### config.mk
export PLATFORM = sky130hd
export DESIGN_NAME = stsk_ctrl
export DESIGN_NICKNAME = d
export VERILOG_FILES = /design/src/design/stsk_pkg.sv /design/src/design/stsk_ctrl.sv
export SDC_FILE = /design/constraint.sdc
export NUM_CORES = 1
export LEC_CHECK = 0
export BUFFER_PORTS_ARGS = -buffer_cell sky130_fd_sc_hd__buf_2
export CAP_MARGIN = 20
export CELL_PAD_IN_SITES_DETAIL_PLACEMENT = 0
export CELL_PAD_IN_SITES_GLOBAL_PLACEMENT = 1
export CORE_AREA = 2 2 39 41
export DETAILED_ROUTE_END_ITERATION = 8
export DIE_AREA = 0 0 41 43
export GPL_ROUTABILITY_DRIVEN = 0
export PLACE_DENSITY_LB_ADDON = 0.1
export SETUP_SLACK_MARGIN = 0.2
export SLEW_MARGIN = 20
export SYNTH_ARGS = -nofsm -noshare
export SYNTH_HDL_FRONTEND = slang
export SYNTH_SLANG_ARGS = --single-unit
### constraint.sdc
create_clock -name clk -period 2.8 [get_ports clk]
set_input_delay 0.84 -clock clk [delete_from_list [all_inputs] [get_ports clk]]
set_output_delay 0.84 -clock clk [all_outputs]
set_load 0.005 [all_outputs]
### src/design/stsk_pkg.sv
// Shared types for the Stirling number (second kind) core.
// Holds the controller state encoding and the command/status bundles.
// No dependencies.
package stsk_pkg;

	localparam int FIELD_W = 9;
	localparam int COUNT_W = 64;

	typedef enum logic [3:0] {
		ST_IDLE  = 4'b0001,
		ST_RUN   = 4'b0010,
		ST_DRAIN = 4'b0100,
		ST_DONE  = 4'b1000
	} state_t;

	// controller -> datapath
	typedef struct packed {
		logic load;    // latch a new query, restart the band walk
		logic issue;   // advance the cell counter, read the next buffer entry
		logic finish;  // capture the last cell as the result
	} dp_cmd_t;

	// datapath -> controller
	typedef struct packed {
		logic query_bad;   // query at the input has no defined result
		logic issue_last;  // cell counter sits on the final cell of the band
	} dp_status_t;

endpackage

### src/design/stsk_ctrl.sv
// Controller state machine: sequences one query through the band walk
// and holds the result until taken. Depends on stsk_pkg.
module stsk_ctrl (
	input  logic                 clk,
	input  logic                 arst_n,
	input  logic                 in_valid,
	output logic                 in_stall,
	output logic                 out_valid,
	input  logic                 out_stall,
	input  stsk_pkg::dp_status_t status,
	output stsk_pkg::dp_cmd_t    cmd
);
	import stsk_pkg::*;

	state_t state_q, state_d;
	logic   accept;

	assign in_stall  = !((state_q == ST_IDLE) || ((state_q == ST_DONE) && !out_stall));
	assign accept    = in_valid && !in_stall;
	assign out_valid = (state_q == ST_DONE);

	always_comb begin
		cmd.load   = accept;
		cmd.issue  = (state_q == ST_RUN);
		cmd.finish = (state_q == ST_DRAIN);
	end

	always_comb begin
		state_d = state_q;
		case (state_q)
			ST_IDLE: begin
				if (accept) state_d = status.query_bad ? ST_DONE : ST_RUN;
			end
			ST_RUN: begin
				if (status.issue_last) state_d = ST_DRAIN;
			end
			ST_DRAIN: begin
				state_d = ST_DONE;
			end
			ST_DONE: begin
				if (!out_stall) begin
					if (accept) state_d = status.query_bad ? ST_DONE : ST_RUN;
					else        state_d = ST_IDLE;
				end
			end
			default: begin
				state_d = ST_IDLE;
			end
		endcase
	end

	always_ff @(posedge clk or negedge arst_n) begin
		if (!arst_n) begin
			state_q <= ST_IDLE;
		end else begin
			state_q <= state_d;
		end
	end

endmodule

Word-level counts from Yosys, hierarchy flattened
Index checks and enable logic that the tools add are counted.

storage, ports and cells
  output and inout bits = 5
  bits of input ports = 6
  word-level logic and storage cells = 20
  register bits = 4

operators by class
  reductions and logical operators = 6
  muxes and demuxes = 6
  equal/unequal tests = 7

operator list
  operator              number
  $mux W4               5
  $pmux W4 S4           1
  $ne A2 B2 Y1 const B  3
  $eq A4 B1 Y1 const B  1
  $eq A4 B2 Y1 const B  1
  $eq A4 B3 Y1 const B  1
  $eq A4 B4 Y1 const B  1
  $reduce_and A3 Y1     1
  $logic_and A1 B1 Y1   2
  $logic_not A1 Y1      2
  $logic_or A1 B1 Y1    1

Depth between registers and ports, before layout
Gate-level depths: netlist of the first run.

  depth after elaboration = 7
  mapped depth = 5
  gate-level depth less buffers = 4

Worst setup path before layout of the first run
OpenSTA, ideal clock, no wires.

  path type = in2out
  from = in out_stall
  to = out cmd[2] in the netlist's numbering
  buffers on the path = 1
  stages = 3
  data arrival time = 1270 ps
  required time = 1960 ps
  setup slack = 690 ps
  path through = o21ai_0 > and3_1 > buf_4

between the ends
  word-level cells in the longest chain between the ends = 4

RTL lines
  what                 RTL line         text
  start: declaration   stsk_ctrl.sv:9   input logic out_stall,
  $logic_not A1 Y1     n/a
  $logic_and A1 B1 Y1  stsk_ctrl.sv:18  assign in_stall = !((state_q == ST_IDLE) || ((state_q == ST_DONE) && !out_stall));
  $logic_or A1 B1 Y1   stsk_ctrl.sv:18
  $logic_and A1 B1 Y1  stsk_ctrl.sv:19  assign accept = in_valid && !in_stall;
  end: declaration     stsk_ctrl.sv:11  output stsk_pkg::dp_cmd_t cmd

Every way passes these cells.

==> impl_metrics.yaml, run 1 <==
status:
  status: "finished clean"
global_routing:
  grt_pass1_wl_mm: 1.12
  grt_max_degree: 11
  grt_pass1_vias: 258
  antenna_found_initial: 0
  overflow: 0
  track_usage: 0.0985
yosys:
  synthCells: 42
  synth_fa_ha_area_frac: 0
  synth-simple-area-share: 0.353
  synth_area_per_cell_sq_um: 8.70
  synth_warnings: 0
  synth_top_family_by_area: "simple AND/OR/NAND/NOR gates"
  syn_nets: 48
  synth.distinct_cells: 25
  synth_compound_area_frac: 0.226
  synth_seq_cells: 4
  synth.cell_area_sq_um: 365
  yosysSeqAreaShare: 0.277
  synth_xor_area_frac: 0.0240
  synth_mux_area_frac: 0.0274
setup_path:
  worstPathArrival_ns: 1.47
  crit_type: "flip-flop to output port"
  r2r_end: "state_q[0]"
  rrSetupSlack_ns: 1.34
  worstReg2RegStart: "state_q[0]"
  cp-start-kind: "flip-flop"
  critical_path_required_ns: 1.96
  endpoint_kind: "output port"
  crit_fanout: 10
  ff2ff_path_depth: 4
drt:
  drc_errors: 0
  wl_per_cell_microns: 10.8
  dr.first_iter.drc_count: 13
  vias: 315
  viasPerCell: 4.57
  drt-total-wl_microns: 744
  first_pass_iters: 3
  antenna_left: 0
power:
  p_switching_uw: 164
  seqPwrFrac: 0.301
  power_frac_comb: 0.512
  ir_drop_mv: 0.311
  p_int_uw: 252
  p_sw_frac: 0.394
  power_leakage_uw: 0.000221
  power.share.clock: 0.187
  pwr_density_cell_mw_per_mm2: 962
place:
  dp_cells: 65
  io_buffers: 10
  post-place-ws_ns: 0.518
  hpwlAfterDp_microns: 596
cts:
  holdBufCountCts: 0
  post_cts_resize_count: 0
  cts_buffer_depth: 2
  post_cts_buffers: 0
  clk_pin_slew_ns: 0.04
  insertion_delay_ns: 0.24
  cts_made_buffers: 3
  cts_tree: "built"
  cts_max_level: 1
  cts.sinks: 4
  cts-root-buf: "clkbuf_4"
timing:
  drv_slew: 0
  finalSetupTns_ns: 0
  min_period_ns: 2.31
  hold_viol: 0
  worst_slew_pin_slew_ns: 0.299
  max_freq_mhz: 433
  rsz0062_at_grt: "no"
  relSlewSlack: 0.800
  setup_viol: 0
  final.period_utilization: 0.825
  clock_skew_ns: 0.0105
  worst_slack_ns: 0.489
cells_and_area:
  fillCellCount: 155
  final_cell_mix: "buf_2, nand2b_1"
  stdcell_count: 69
  syn_to_final_growth_pct: 18.2
  n_antenna_cell: 0
  reg.largest.list: "state_q: 4 flops"
  largest_reg_flops: 4
  regArea_sq_um: 101
  layout_commonest_cell: "buf_2"
  layout-drive-gt1-share: 0.321
  nNetsFinal: 60
  multi_input_area_sq_um: 230
  top_register: "state_q"
floorplanning:
  start_util: 0.264
  die_h_microns: 43
  num_rows: 14
  dieWidth_microns: 41
  dieArea_sq_mm: 0.00176
  num_io_pins: 11
  coreArea_sq_mm: 0.00138
worst_hold_path:
  hp-class: "input port to async pin"
flow_run:
  drv_cap: 0
## cells in the mapped netlist (all sizes together)
library cell | number | area [sq um]
o21ai | 3 | 15.0
nand2b | 4 | 25.0
nor2 | 3 | 11.3
mux2i | 1 | 10.0
or2b | 1 | 7.51
dfstp | 1 | 26.3
a2bb2oi | 1 | 15.0
inv | 1 | 3.75
a21boi | 1 | 11.3
dfrtp | 3 | 75.1
a21oi | 2 | 10.0
buf | 3 | 30.0
nor4b | 1 | 15.0
nand2 | 3 | 11.3
nand3 | 1 | 5.00
a32oi | 1 | 8.76
nand3b | 1 | 7.51
xor2 | 1 | 8.76
and2 | 2 | 12.5
o31ai | 1 | 7.51
nor2b | 3 | 18.8
or3b | 1 | 8.76
and3 | 1 | 6.26
a21o | 2 | 15.0
## logic make-up (layout without fill, tap and decap cells)
family                    count (synthesis)  after routing
xor gates and xnor gates                  1              1
DFF                                       4              4
and+or+nand+nor                          21             21
muxes                                     1              1
buffers and inverters                     4             15
AOI/OAI and AO/OA                        11             11
## how the worst max path moves through the flow
stage / endpoint / slack [ns] / from / cells after the start
2_1_floorplan: cmd[2] / 0.69 / out_stall / 3
3_3_place_gp: cmd[2] / 0.55 / out_stall / 4
3_5_place_dp: cmd[2] / 0.52 / out_stall / 4
4_1_cts: cmd[2] / 0.47 / state_q[0] / 4
5_1_grt: cmd[2] / 0.38 / state_q[0] / 4
6_report: cmd[2] / 0.49 / state_q[0] / 4
## metrics by stage
stage	hold WS (ns)	util	total power, uW	instance area (sq um)
final	0.397	0.312	415	432
after global routing	0.388	0.312	455	432
after CTS	0.389	0.312	423	432
after detailed placement	0.585	0.293	339	405
after global placement	0.584	0.293	342	405
after floorplan	0.544	-	311	365
## power by group through the flow
stage / Sequential [uW] / Combinational [uW] / Clock (uW)
floorplan: 95.1 / 216 / 0
global placement: 126 / 216 / 0
detailed placement: 125 / 214 / 0
CTS: 125 / 216 / 82.4
global route: 130 / 236 / 89.0
finish: 125 / 213 / 77.6
## worst max-delay path: stages, from the launching register on
cell and delay [ns]:
dfstp_2 0.62, or2b_1 0.25, o21ai_0 0.10, and3_1 0.17, buf_2 0.10
## layout make-up
cell class,instances,share of cell area
multi-input cells,34,0.533
flip-flops and latches,4,0.235
repair buffers,10,0.116
clock buffers,4,0.0609
well taps,16,0.0464
inverters,1,0.00870
## routing by layer
metal  vias to the layer above  track usage  routed length, microns
met5                         -            0                       0
li1                        166            -                       -
met1                       143        0.126                     343
met2                         6        0.128                     375
met3                         0       0.0628                      25
met4                         0       0.0400                       0
Note: power is estimated with default switching activity, not from simulation.
==> inputs of run 2 (changes only) <==
==> constraint.sdc (replaced) <==
create_clock -name clk -period 2.4 [get_ports clk]
set_input_delay 0.72 -clock clk [delete_from_list [all_inputs] [get_ports clk]]
set_output_delay 0.72 -clock clk [all_outputs]
set_load 0.005 [all_outputs]
==> run 2 against run 1 <==
First-iteration DRC count shrank 31%. Non-clock buffer count rose by 1. Combinational power is 30% higher. Setup slack got worse by 0.19 ns. Critical path type unchanged.
==> impl_metrics.yaml, run 2 (same netlist as run 1, synthesis figures left out) <==
cells_and_area:
  reg.largest.list: "state_q: 4 flops"
  nNetsFinal: 61
  top_register: "state_q"
  final_cell_mix: "buf_2, nand2b_1"
  syn_to_final_growth_pct: 20.2
  layout_commonest_cell: "buf_2"
  multi_input_area_sq_um: 230
  n_antenna_cell: 0
  layout-drive-gt1-share: 0.333
  largest_reg_flops: 4
  fillCellCount: 153
  stdcell_count: 70
  regArea_sq_um: 101
timing:
  worst_slew_pin_slew_ns: 0.297
  final.period_utilization: 0.874
  max_freq_mhz: 477
  setup_viol: 0
  rsz0062_at_grt: "no"
  drv_slew: 0
  finalSetupTns_ns: 0
  relSlewSlack: 0.801
  hold_viol: 0
  min_period_ns: 2.10
  clock_skew_ns: 0.0105
drt:
  viasPerCell: 4.59
  antenna_left: 0
  vias: 321
  drt-total-wl_microns: 757
  first_pass_iters: 3
  wl_per_cell_microns: 10.8
  drc_errors: 0
  dr.first_iter.drc_count: 9
power:
  power_leakage_uw: 0.000226
  power_uw: 498
  ir_drop_mv: 0.444
  pwr_density_cell_mw_per_mm2: 1130
setup_path:
  ff2ff_path_depth: 5
  crit_buf_inv: 1
  slowest_delay_ns: 0.54
  crit_type: "flip-flop to output port"
  cp-start-kind: "flip-flop"
  crit_fanout: 4
  path_delay_family: "flip-flops"
  r2r_end: "state_q[0]"
  crit_path_top_delay_cell: "dfstp_2"
  rrSetupSlack_ns: 0.88
  startpoint: "state_q[0]"
  worstPathArrival_ns: 1.38
  worstReg2RegStart: "state_q[0]"
  endpoint_kind: "output port"
  cp_cell_sequence: "or2b_1 > o21ai_0 > and3_1 > buf_2"
  critical_path_required_ns: 1.68
floorplanning:
  num_rows: 14
  dieArea_sq_mm: 0.00176
  die_h_microns: 43
  coreArea_sq_mm: 0.00138
  start_util: 0.264
  dieWidth_microns: 41
  num_io_pins: 11
place:
  dp_cells: 65
  io_buffers: 10
  hpwlAfterDp_microns: 596
cts:
  insertion_delay_ns: 0.24
  cts_max_level: 1
  clk_pin_slew_ns: 0.04
  post_cts_resize_count: 0
  cts_buffer_depth: 2
  cts-root-buf: "clkbuf_4"
  cts.sinks: 4
  cts_made_buffers: 3
  cts_tree: "built"
global_routing:
  grt_pass1_vias: 264
  grt_max_degree: 10
  grt_pass1_wl_mm: 1.17
  track_usage: 0.102
  overflow: 0
  antenna_found_initial: 0
status:
  status: "finished clean"
worst_hold_path:
  hp-class: "input port to async pin"
flow_run:
  drv_cap: 0
-- run 2: cell types whose count changed in the layout (fill, tap and decap cells not counted), sizes merged --
| cell | change |
|---|---|
| buf | +1 |
-- run 2: cell type report --
cell class,instances,share of cell area
inverter,1,0.00855
sequential,4,0.231
timing repair buffer,11,0.131
tap,16,0.0456
clock buffer,4,0.0598
multi-input combinational,34,0.524
-- run 2: worst register-to-register path: cells and delay by family, from the launching register on --
family	cells	cell delay, ns
flip-flops	1	0.54
AND/OR/NAND/NOR	1	0.36
AO/OA/AOI/OAI	3	0.40
buffers and inverters	1	0.15
-- run 2: through the flow --
stage | cell area, sq um | utilization | hold WS (ns) | worst slack (ns)
2_1_floorplan | 365 | - | 0.424 | 0.486
3_3_place_gp | 405 | 0.293 | 0.525 | 0.393
3_5_place_dp | 405 | 0.293 | 0.529 | 0.358
4_1_cts | 439 | 0.317 | 0.269 | 0.287
5_1_grt | 439 | 0.317 | 0.268 | 0.202
6_report | 439 | 0.317 | 0.277 | 0.304
-- run 2: per-layer routing --
layer | wire length, microns | vias to the layer above | GRT usage
met4 | 0 | 0 | 0.0400
met2 | 382 | 6 | 0.134
met5 | 0 | - | 0
met1 | 348 | 146 | 0.129
met3 | 25 | 0 | 0.0628
li1 | - | 169 | -
-- run 2: worst max-delay path by stage --
stage | to | slack (ns) | cells after the start
after floorplan | cmd[2] | 0.49 | 5
after detailed placement | cmd[2] | 0.36 | 4
after global routing | cmd[2] | 0.20 | 4
after CTS | cmd[2] | 0.29 | 4
final | cmd[2] | 0.30 | 4
after global placement | cmd[2] | 0.39 | 4
-- run 2: what timing repair did --
item / 4_1_cts / 5_1_grt
hold buffers: 0 / 0
buffers inserted: 1 / 0
setup endpoints to repair: 1 / 0
-- run 2: power breakdown --
part / leakage, uW / switching (uW) / internal [uW] / total, uW
logic: 0.000159 / 133 / 144 / 277
clock network: 0.0000150 / 28.2 / 62.4 / 90.6
registers: 0.0000512 / 33.3 / 97.2 / 130
